`src/pfb_pkg.sv`:
```
`default_nettype none
package pfb_pkg;

  localparam int BRANCHES    = 128;
  localparam int TAPS        = 26;
  localparam int SAMPLE_BITS = 16;
  localparam int COEF_BITS   = 16;
  localparam int SUM_BITS    = 36;

  localparam int LINE_WORDS = BRANCHES * TAPS;
  localparam int ADDR_W     = $clog2(LINE_WORDS);
  localparam int BRANCH_W   = $clog2(BRANCHES);
  localparam int TAP_W      = $clog2(TAPS);
  localparam int STEP_W     = $clog2(TAPS + 2);
  localparam int PROD_W     = SAMPLE_BITS + COEF_BITS;
  localparam int ACC_W      = (PROD_W > SUM_BITS) ? PROD_W : SUM_BITS;

  typedef enum logic {
    OP_LOAD   = 1'b0,
    OP_SAMPLE = 1'b1
  } pfb_op_e;

  typedef enum logic [1:0] {
    ST_CLEAR,
    ST_IDLE,
    ST_RUN,
    ST_DONE
  } pfb_state_e;

  typedef struct packed {
    logic              load;
    logic              start;
    logic [TAP_W-1:0]  rd_tap;
    logic              mac_en;
    logic [TAP_W-1:0]  wr_tap;
    logic              acc_en;
    logic              finish;
    logic              clr_en;
    logic [ADDR_W-1:0] clr_addr;
  } pfb_cmd_t;

  typedef struct packed {
    logic out_busy;
  } pfb_status_t;

endpackage
`default_nettype wire

```
`src/pfb_ctrl.sv`:
```
`default_nettype none
module pfb_ctrl (
  input  wire logic                clk_i,
  input  wire logic                rst_ni,
  input  wire logic                in_valid_i,
  output logic                     in_ready_o,
  input  wire logic                opcode_i,
  input  wire pfb_pkg::pfb_status_t status_i,
  output pfb_pkg::pfb_cmd_t        cmd_o
);
  import pfb_pkg::*;

  pfb_state_e        state_q, state_d;
  logic [STEP_W-1:0] step_q, step_d;
  logic [ADDR_W-1:0] clr_q, clr_d;
  logic              accept;

  assign accept = in_valid_i && in_ready_o;

  // next state
  always_comb begin
    state_d = state_q;
    step_d  = step_q;
    clr_d   = clr_q;
    case (state_q)
      ST_CLEAR: begin
        clr_d = clr_q + ADDR_W'(1);
        if (clr_q == ADDR_W'(LINE_WORDS - 1)) begin
          state_d = ST_IDLE;
        end
      end
      ST_IDLE: begin
        if (accept && (opcode_i == OP_SAMPLE)) begin
          state_d = ST_RUN;
          step_d  = '0;
        end
      end
      ST_RUN: begin
        step_d = step_q + STEP_W'(1);
        if (step_q == STEP_W'(TAPS + 1)) begin
          state_d = ST_DONE;
        end
      end
      ST_DONE: begin
        if (!status_i.out_busy) begin
          state_d = ST_IDLE;
        end
      end
      default: state_d = ST_CLEAR;
    endcase
  end

  // outputs
  always_comb begin
    in_ready_o     = 1'b0;
    cmd_o          = '0;
    cmd_o.clr_addr = clr_q;
    cmd_o.rd_tap   = TAP_W'(step_q);
    cmd_o.wr_tap   = TAP_W'(step_q - STEP_W'(1));
    case (state_q)
      ST_CLEAR: begin
        cmd_o.clr_en = 1'b1;
      end
      ST_IDLE: begin
        in_ready_o  = 1'b1;
        cmd_o.load  = in_valid_i && (opcode_i == OP_LOAD);
        cmd_o.start = in_valid_i && (opcode_i == OP_SAMPLE);
      end
      ST_RUN: begin
        // each tap is read, then multiplied, then accumulated, each step registered
        cmd_o.mac_en = (step_q >= STEP_W'(1)) && (step_q <= STEP_W'(TAPS));
        cmd_o.acc_en = (step_q >= STEP_W'(2));
      end
      ST_DONE: begin
        cmd_o.finish = !status_i.out_busy;
      end
      default: ;
    endcase
  end

  always_ff @(posedge clk_i or negedge rst_ni) begin
    if (!rst_ni) begin
      state_q <= ST_CLEAR;
      step_q  <= '0;
      clr_q   <= '0;
    end else begin
      state_q <= state_d;
      step_q  <= step_d;
      clr_q   <= clr_d;
    end
  end

endmodule
`default_nettype wire

```
`config.mk`:
```
export PLATFORM = sky130hd
export DESIGN_NAME = pfb_ctrl
export DESIGN_NICKNAME = d
export VERILOG_FILES = /design/src/pfb_pkg.sv /design/src/pfb_ctrl.sv
export SDC_FILE = /design/constraint.sdc
export NUM_CORES = 1
export LEC_CHECK = 0
export BUFFER_PORTS_ARGS = -buffer_cell sky130_fd_sc_hd__buf_2
export CORE_ASPECT_RATIO = 1.4
export CORE_MARGIN = 10
export CORE_UTILIZATION = 45
export CTS_CLUSTER_SIZE = 24
export DETAILED_ROUTE_END_ITERATION = 12
export PLACE_DENSITY_LB_ADDON = 0.2
export RECOVER_POWER = 100
export SETUP_SLACK_MARGIN = 0.3
export SLEW_MARGIN = 20
export SYNTH_ARGS = -nofsm -noshare
export SYNTH_HDL_FRONTEND = slang
export SYNTH_SLANG_ARGS = --single-unit
export TNS_END_PERCENT = 30
```
`constraint.sdc`:
```
create_clock -name clk_i -period 4 [get_ports clk_i]
set_clock_uncertainty 0.15 [all_clocks]
set_input_delay 0.8 -clock clk_i [delete_from_list [all_inputs] [get_ports clk_i]]
set_output_delay 0.8 -clock clk_i [all_outputs]
set_load 0.1 [all_outputs]
```
==> results of run 1 <==
## metrics by stage
stage / cells / hold WS [ns]
final: 174 / 0.357
after CTS: 174 / 0.279
after floorplan: 107 / 0.354
after global routing: 174 / 0.402
after global placement: 170 / 0.329
after detailed placement: 170 / 0.340
## routing by layer
layer  wire, um  global-route usage, %
met5          0                      0
met4         14                   4.04
met3        120                   2.95
met2       1340                   18.8
met1        994                   8.95
## state kept, by name, indices dropped and copies added, names as in the netlist
name,count
step_q,5
state_q,2
clr_q,12
## cell families (layout without fill, tap and decap cells)
logic type / after synthesis / in the layout / synth area share [%]
AO/OA/AOI/OAI: 14 / 14 / 10.4
XOR/XNOR: 14 / 14 / 10.9
adder cells (fa/ha/maj): 10 / 10 / 11.1
buffers and inverters: 9 / 42 / 3.88
flip-flops: 19 / 19 / 42.1
multiplexers: 4 / 4 / 4.10
AND/OR/NAND/NOR: 37 / 37 / 17.5
## area by class of cell
cell class	instances	area, um^2
fill	228	1040
multi-input combinational	79	658
timing repair buffer	33	128
inverter	5	18.8
clock buffer	3	22.5
clock inverter	1	5.00
sequential	19	475
tap	34	42.5
## cells in the final DEF, fill, tap and decap left out, types with 2 or more instances in the layout
cell | netlist | final
clkbuf_1 | 1 | 30
dfrtp_1 | 19 | 19
nand2_1 | 11 | 11
ha_1 | 10 | 10
xor2_1 | 7 | 6
xnor2_1 | 7 | 6
inv_1 | 5 | 5
nor2_1 | 5 | 5
nor3_1 | 4 | 4
nand3_1 | 4 | 4
nand4_1 | 4 | 4
and3_1 | 3 | 3
a22o_1 | 3 | 3
clkbuf_4 | 0 | 3
buf_2 | 2 | 3
o31ai_1 | 2 | 2
mux2i_1 | 2 | 2
a21o_1 | 2 | 2
## final timing paths
path,startpoint,to,slack [ns],depth (start not counted)
min in group asynchronous,rst_ni,clr_q[8]$_DFFE_PN0P_,0.49,1
worst max-delay path,step_q[0]$_DFFE_PN0P_,cmd_o[19],0.62,5
worst max register to register,state_q[1]$_DFFE_PN0P_,state_q[1]$_DFFE_PN0P_,1.99,6
worst min register to register,clr_q[11]$_DFFE_PN0P_,clr_q[11]$_DFFE_PN0P_,0.36,1
worst min-delay path,clr_q[11]$_DFFE_PN0P_,clr_q[11]$_DFFE_PN0P_,0.36,1
max in group asynchronous,rst_ni,clr_q[6]$_DFFE_PN0P_,2.62,1
==> qor.yml, run 1 <==
status: "finished clean"
wl_per_cell_um: 14.2
cts_hold_buf: 0
hold_viol: 0
fmax_mhz: 296
rows: 21
endpoint_kind: "primary output"
crit_chain: "inv_1, ha_1, nand2_1, xnor2_4, clkbuf_1"
synth_fp_nets: 122
clk_pin_slew_ns: 0.10
synth_most_common_cell: "dfrtp_1"
crit_family: "buffers and inverters"
crit_required_ns: 3.05
cp-start-kind: "flop"
cts_max_level: 1
relSlewSlack_pct: 21.4
setup_viol: 0
tightest_slew_ns: 1.18
synth_area_leaders: "dfrtp_1 (42%), ha_1 (11%), xnor2_1 (5.4%), xor2_1 (5.4%), nand2_1 (3.7%)"
cp.arrival_ns: 2.43
ant_nets: 0
fin_crit_sh_pct: 84.6
critical_path_peak_fanout: 8
place_congestion: 0.813
finalSetupTns_ns: 0
cts_made_buffers: 3
overflow: 0
synthFlopType: "dfrtp_1"
io_buffers: 33
die_area_mm2: 0.00494
root_buffer: "clkbuf_4"
yosysSeqAreaShare_pct: 42.1
synthTopCellsByCount: "dfrtp_1 (19), nand2_1 (11), ha_1 (10), xnor2_1 (7), xor2_1 (7)"
drc: 0
n_antenna_cell: 0
synthCells: 107
first_global_vias: 896
synth_area_mm2: 0.00113
synth_top_area_cell: "dfrtp_1"
grt_start_max_net_pins: 20
post_dp_cell_area_mm2: 0.00136
ys_ff_latch: 19
clkLatencyLatePin_ns: 0.29
globalRouteTotalUtil_pct: 9.61
die_w_um: 62.3
antenna_found_initial: 0
worst_path_max_delay_cell: "clkbuf_1"
crit_buf_inv: 2
hpwl_um: 2020
drt-vias-per-instance: 5.21
fp.dieH_um: 79.3
io_pins: 34
yosys_warnings: 0
maxCapViolCount: 0
cts_tree: "built"
post-route-cell-area_mm2: 0.00135
synth_top_area_share_pct: 42.1
async_reset_ff_share_pct: 100
dr.pass1.iters: 4
fin_nets: 156
synth_edf_count: 0
clock_path_buffers: 2
hold_path.class: "flop to flop"
path_class: "flop to primary output"
postSynthAreaPerCell_um2: 10.5
start_util_pct: 47.2
setup_slack_ns: 0.616
layout-drive-gt1-share_pct: 10.7
area_growth_pct: 19.6
slowest_delay_ns: 0.87
grt_pass1_wl_um: 3990
via_count: 906
preCtsSetupSlack_ns: 1.38
rsz0062_at_grt: "false"
cts_sinks: 19
core_mm2: 0.00239
wirelength_um: 2470
drv_slew: 0
fin_crit_ns: 3.38
ys_types: 33
fin_util_pct: 56.5
postCtsSetupBuffers: 0
cts_resized: 0
first_iter_violations: 16
Power of run 1 is left out: the tool's default activity adds up to more than one toggle a clock period on the data nets, which glitch-free logic cannot reach.
==> inputs of run 2 (changes only) <==
--- a/config.mk
+++ b/config.mk
@@ -5,6 +5,7 @@
 export SDC_FILE = /design/constraint.sdc
 export NUM_CORES = 1
 export LEC_CHECK = 0
+export ABC_AREA = 1
 export BUFFER_PORTS_ARGS = -buffer_cell sky130_fd_sc_hd__buf_2
 export CORE_ASPECT_RATIO = 1.4
 export CORE_MARGIN = 10
==> constraint.sdc (replaced) <==
create_clock -name clk_i -period 2.7 [get_ports clk_i]
set_clock_uncertainty 0.15 [all_clocks]
set_input_delay 0.54 -clock clk_i [delete_from_list [all_inputs] [get_ports clk_i]]
set_output_delay 0.54 -clock clk_i [all_outputs]
set_load 0.1 [all_outputs]
==> run 2 against run 1 <==
Effect of this change:
- sequential cell count is the same
- clock-buffer cell count is the same
- utilization grew 1.7 points
- first-iteration DRC count shrank 19%
- die area grew 5.4%
- synthesized cell count grew 40%
- global-route usage grew 1.0 points
- setup slack lost 0.41 ns
- register-to-register slack lost 1.4 ns
- critical path depth shrank 2
- wire length grew 12%
==> qor.yml, run 2 <==
grt_start_max_net_pins: 20  # unchanged
ant_nets: 0  # unchanged
synth_area_leaders: "dfrtp_1 (39%), nand2_1 (11%), ha_1 (10%), inv_1 (6.8%), nand3_1 (6.6%)"
overflow: 0  # unchanged
async_reset_ff_share_pct: 100  # unchanged
largest_reg_flops: 12  # unchanged
ys_types: 22  # -33%
yosysSeqAreaShare_pct: 39.1  # -3.0 points
final_cell_mix: "nand2_1 (33), inv_1 (19), nand3_1 (16), clkbuf_1 (16), dfrtp_1 (15)"
fin_crit_ns: 2.49
synth_most_common_cell: "nand2_1"
synthFlopType: "dfrtp_1"
critical_path_peak_fanout: 9  # +1
p_comb_share_pct: 2.0
synth_fp_nets: 165  # +35%
hold_path.class: "input pin to asynchronous set/reset pin"
cp-start-kind: "flop"
p_sw_uw: 93.0
fp.dieH_um: 81.5  # +2.8%
rows: 22  # +4.8%
clock_path_buffers: 2  # unchanged
first_iter_violations: 13  # -3
cp.arrival_ns: 1.80  # -0.63 ns
grt_pass1_wl_um: 4620  # +16%
setup_viol: 0  # unchanged
io_buffers: 33  # unchanged
endpoint_kind: "primary output"
area_growth_pct: 25.2
clk_pin_slew_ns: 0.10  # about the same
cts_tree: "built"
n_antenna_cell: 0  # unchanged
root_buffer: "clkbuf_4"
die_w_um: 63.9  # +2.6%
synthCells: 150  # +40%
power_uw: 434
wirelength_um: 2760  # +12%
globalRouteTotalUtil_pct: 10.6  # +1.0 points
cts_made_buffers: 3  # unchanged
p_leak_nw: 0.732
cts_hold_buf: 0  # unchanged
via_count: 1108  # +22%
antenna_found_initial: 0  # unchanged
seqPwrFrac_pct: 65.4
yosys_warnings: 0  # unchanged
start_util_pct: 46.5  # -0.74 points
dr.pass1.iters: 4  # unchanged
synth_top_area_share_pct: 39.1  # -3.0 points
wl_per_cell_um: 12.3  # -13%
ff2ff_path_depth: 7  # +1
io_pins: 34  # unchanged
finalSetupTns_ns: 0  # unchanged
cts_max_level: 1  # unchanged
synth_area_mm2: 0.00121  # +7.6%
synthTopCellsByCount: "nand2_1 (34), inv_1 (22), dfrtp_1 (19), nand3_1 (16), nor2_1 (12)"
place_congestion: 0.787  # -3.2%
drt-vias-per-instance: 4.95  # -5.0%
power.share.clock_pct: 32.5
relSlewSlack_pct: 22.1  # +0.72 points
status: "finished clean"
fin_nets: 204  # +31%
path_class: "flop to primary output"
fmax_mhz: 402
die_area_mm2: 0.00521  # +5.4%
first_global_vias: 1138  # +27%
fin_crit_sh_pct: 92.2
rsz0062_at_grt: "true"
drv_slew: 0  # unchanged
core_mm2: 0.00262  # +9.4%
hold_viol: 0  # unchanged
cts_sinks: 19  # unchanged
final_common_cell: "nand2_1"
crit_required_ns: 2.01  # -1.04 ns
ys_ff_latch: 19  # unchanged
tightest_slew_ns: 1.17  # -0.0109 ns
maxCapViolCount: 0  # unchanged
synth_edf_count: 0  # unchanged
postSynthAreaPerCell_um2: 8.10  # -23%
swShare_pct: 21.4
synth_top_area_cell: "dfrtp_1"
intPower_uw: 342
drc: 0  # unchanged
hpwl_um: 2240  # +11%
ir_drop_v: 0.000288
top_regs: "clr_q: 12 flops, step_q: 5 flops, state_q: 2 flops"
top_register: "clr_q"
p_per_area_mw_per_mm2: 286
layout-drive-gt1-share_pct: 22.9  # +12 points
clkLatencyLatePin_ns: 0.29  # about the same
==> run 2: changes by cell type after synthesis, moves of 3 or more <==
| cell | change |
|---|---|
| and3_1 | -3 |
| nand3_1 | +12 |
| a21oi_1 | +5 |
| inv_1 | +17 |
| xnor2_1 | -3 |
| a22o_1 | -3 |
| nand2_1 | +23 |
| nor2_1 | +7 |
| o21ai_0 | +4 |
==> run 2: cell type report <==
| class | instances | area [um^2] |
|---|---|---|
| Clock inverter | 1 | 5.00 |
| Timing Repair Buffer | 36 | 180 |
| Clock buffer | 3 | 22.5 |
| Tap cell | 36 | 45.0 |
| Sequential cell | 19 | 483 |
| Inverter | 23 | 93.8 |
| Fill cell | 260 | 1090 |
| Multi-Input combinational cell | 106 | 692 |
==> run 2: power by group through the flow <==
stage | logic, mW | clock network (mW) | registers (mW)
floorplan | 0.000404 | 0 | 0.290
global placement | 0.00954 | 0 | 0.290
detailed placement | 0.00984 | 0 | 0.290
CTS | 0.00979 | 0.148 | 0.284
global route | 0.0102 | 0.156 | 0.284
finish | 0.00890 | 0.141 | 0.284
==> run 2: layer usage <==
layer	GRT usage [%]	wire length, um
met4	5.70	38
met2	19.9	1490
met5	0	0
met3	2.86	167
met1	10.5	1070
==> run 2: logic make-up (layout without fill, tap and decap cells) <==
family | count (synthesis) | in the layout | synth area share (%)
multiplexers | 1 | 1 | 0.927
adder cells (fa/ha/maj) | 10 | 10 | 10.3
AO/OA/AOI/OAI | 10 | 10 | 5.05
flip-flops | 19 | 19 | 39.1
XOR/XNOR | 10 | 10 | 7.21
AND/OR/NAND/NOR | 75 | 75 | 29.2
buffers and inverters | 25 | 63 | 8.14
==> run 2: per-stage QoR <==
step           hold WS [ns]  area [um^2]  worst slack, ns  util, %  cells
6_report              0.220         1520            0.210     58.2    224
5_1_grt               0.282         1520            0.121     58.2    224
3_5_place_dp          0.337         1520            0.452     58.3    218
4_1_cts              0.0222         1560            0.217     59.7    222
2_1_floorplan        0.0944         1320           -0.162        -    150
3_3_place_gp          0.326         1520            0.498     58.3    218
==> run 2: final timing paths <==
| check | start | endpoint | slack (ns) |
|---|---|---|---|
| hold / removal | rst_ni | clr_q[11]$_DFFE_PN0P_ | 0.22 |
| setup / recovery | state_q[1]$_DFFE_PN0P_ | cmd_o[12] | 0.21 |
| max in group asynchronous | rst_ni | step_q[0]$_DFFE_PN0P_ | 1.48 |
| hold reg to reg | clr_q[9]$_DFFE_PN0P_ | clr_q[9]$_DFFE_PN0P_ | 0.36 |
| min in group clk_i | clr_q[9]$_DFFE_PN0P_ | clr_q[9]$_DFFE_PN0P_ | 0.36 |
| setup reg to reg | state_q[0]$_DFFE_PN0P_ | step_q[2]$_DFFE_PN0P_ | 0.58 |
==> run 2: critical path, stage by stage (launching register included) <==
cell and delay (ns):
dfrtp_1 0.43, inv_1 0.12, ha_1 0.42, clkbuf_2 0.54
==> run 2: what timing repair did <==
action                                  4_1_cts  5_1_grt
hold endpoints to repair                      0        0
setup buffers                                 0        2
endpoints found under the setup margin        6        9
gates resized for setup                       5       11
Note: power is estimated with default switching activity, not from simulation.
==> inputs of run 3 (changes only) <==
--- a/config.mk
+++ b/config.mk
@@ -12,10 +12,8 @@
 export CORE_UTILIZATION = 45
 export CTS_CLUSTER_SIZE = 24
 export DETAILED_ROUTE_END_ITERATION = 12
-export PLACE_DENSITY_LB_ADDON = 0.2
+export PLACE_DENSITY = 0.73
 export RECOVER_POWER = 100
-export SETUP_SLACK_MARGIN = 0.3
-export SLEW_MARGIN = 20
 export SYNTH_ARGS = -nofsm -noshare
 export SYNTH_HDL_FRONTEND = slang
 export SYNTH_SLANG_ARGS = --single-unit
==> run 3 against run 2 <==
Effect of this change:
- clock-buffer cell count unchanged
- final cell count decreased by 1.3%
- combinational power increased by 3.8%
- die area unchanged
- power about the same
- clock power about the same
- hold slack improved by 0.017 ns
- first-iteration DRC count increased to 3.4 times the previous value
- sequential cell count unchanged
==> qor.yml, run 3 (same netlist as run 2, synthesis figures left out) <==
status: "finished clean"
clock_path_buffers: 2  # unchanged
rsz0062_at_grt: "false"
drv_slew: 0  # unchanged
first_global_vias: 1146  # +0.70%
setup_viol: 0  # unchanged
timing.rr.start: "state_q[0]$_DFFE_PN0P_"
n_antenna_cell: 0  # unchanged
cts_tree: "built"
drt-vias-per-instance: 4.92  # -0.47%
crit_required_ns: 2.01  # about the same
via_count: 1088  # -1.8%
tightest_slew_ns: 1.18  # +0.00733 ns
die_area_mm2: 0.00521  # unchanged
overflow: 0  # unchanged
start_util_pct: 46.5  # unchanged
io_buffers: 33  # unchanged
place_congestion: 0.761  # -3.3%
cts_hold_buf: 0  # unchanged
hold_viol: 0  # unchanged
fin_nets: 201  # -1.5%
io_pins: 34  # unchanged
dr.pass1.iters: 4  # unchanged
cp-start-kind: "flop"
p_per_area_mw_per_mm2: 298  # +4.4%
startpoint: "step_q[0]$_DFFE_PN0P_"
cts_made_buffers: 3  # unchanged
grt_pass1_wl_um: 4860  # +5.2%
wirelength_um: 2750  # -0.47%
endpoint_kind: "primary output"
drc: 0  # unchanged
ant_nets: 0  # unchanged
cts_max_level: 1  # unchanged
rows: 22  # unchanged
final_cell_mix: "nand2_1 (34), inv_1 (20), dfrtp_1 (17), nand3_1 (16), clkbuf_1 (16)"
largest_reg_flops: 12  # unchanged
cts_sinks: 19  # unchanged
fin_crit_ns: 2.57  # +0.0807 ns
hpwl_um: 2240  # -0.42%
maxCapViolCount: 0  # unchanged
fin_crit_sh_pct: 95.2  # +3.0 points
ir_drop_v: 0.000291  # +1.0%
critical_path_peak_fanout: 7  # -2
holdWs_ns: 0.236  # +0.0168 ns
layout-drive-gt1-share_pct: 19.5  # -3.4 points
globalRouteTotalUtil_pct: 11.1  # +0.47 points
fmax_mhz: 389  # -3.1%
p_leak_nw: 0.718  # -1.9%
top_register: "clr_q"
die_w_um: 63.9  # unchanged
ff2ff_path_depth: 7  # unchanged
wl_per_cell_um: 12.4  # +0.88%
critPathCapture: "cmd_o[19]"
final_common_cell: "nand2_1"
reg2reg_slack_ns: 0.65  # +0.07 ns
clk_pin_slew_ns: 0.11  # about the same
grt_start_max_net_pins: 20  # unchanged
r2r_end: "step_q[3]$_DFFE_PN0P_"
path_class: "flop to primary output"
hold_path.class: "input pin to asynchronous set/reset pin"
cp.arrival_ns: 1.88  # +0.08 ns
relSlewSlack_pct: 21.6  # -0.49 points
power_uw: 435  # about the same
num-fill-cells: 258  # -0.77%
area_growth_pct: 20.0
root_buffer: "clkbuf_4"
core_mm2: 0.00262  # unchanged
fp.dieH_um: 81.5  # unchanged
top_regs: "clr_q: 12 flops, step_q: 5 flops, state_q: 2 flops"
antenna_found_initial: 0  # unchanged
fin_util_pct: 55.7  # -2.4 points
first_iter_violations: 44  # +31
clkLatencyLatePin_ns: 0.29  # about the same
finalSetupTns_ns: 0  # unchanged
==> run 3: area by class of cell <==
type	count	area, um^2	area share [%]
clock inverter	1	5.00	0.343
tap	36	45.0	3.09
inverter	23	93.8	6.44
timing repair buffer	33	150	10.3
multi-input combinational	106	661	45.3
clock buffer	3	22.5	1.55
sequential	19	480	33.0
==> run 3: repair_timing <==
item	CTS	global route
resized for setup	1	2
setup buffers	0	0
hold endpoints to repair	0	0
pin swaps	0	0
endpoints found under the setup margin	1	1
cloned	0	0
==> run 3: worst min-delay path by stage <==
stage | startpoint | to | slack [ns] | cells past startpoint
floorplan | rst_ni | clr_q[0]$_DFFE_PN0P_ | 0.09 | 0
global placement | clr_q[9]$_DFFE_PN0P_ | clr_q[9]$_DFFE_PN0P_ | 0.33 | 2
detailed placement | rst_ni | clr_q[6]$_DFFE_PN0P_ | 0.35 | 1
CTS | rst_ni | clr_q[10]$_DFFE_PN0P_ | 0.03 | 1
global route | rst_ni | clr_q[10]$_DFFE_PN0P_ | 0.30 | 1
finish | rst_ni | clr_q[10]$_DFFE_PN0P_ | 0.24 | 1
==> run 3: power by group <==
group          leakage, nW  switching [mW]  internal (mW)
Combinational        0.453         0.00718        0.00206
Sequential           0.247               0          0.284
Clock               0.0177          0.0859         0.0551
==> run 3: metal layers <==
layer  GRT usage (%)  vias up  share of wire [%]
met5               0        -                  0
met4            3.95        0               0.58
met3            2.32        2                4.5
met2            21.7       28                 54
met1            11.3      512                 41
li1                -      546                  -
==> run 3: stage by stage <==
| stage | area, um^2 | worst slack, ns | cells |
|---|---|---|---|
| after detailed placement | 1490 | 0.313 | 217 |
| after CTS | 1520 | 0.0643 | 221 |
| after floorplan | 1290 | -0.256 | 150 |
| after global placement | 1490 | 0.365 | 217 |
| final | 1460 | 0.129 | 221 |
| after global routing | 1460 | 0.0134 | 221 |
==> run 3: worst max-delay path: stages (launching register included) <==
cell and delay, ns:
dfrtp_4 0.52, clkinvlp_4 0.14, ha_1 0.27, nand2_1 0.17
xnor2_4 0.18, buf_4 0.31
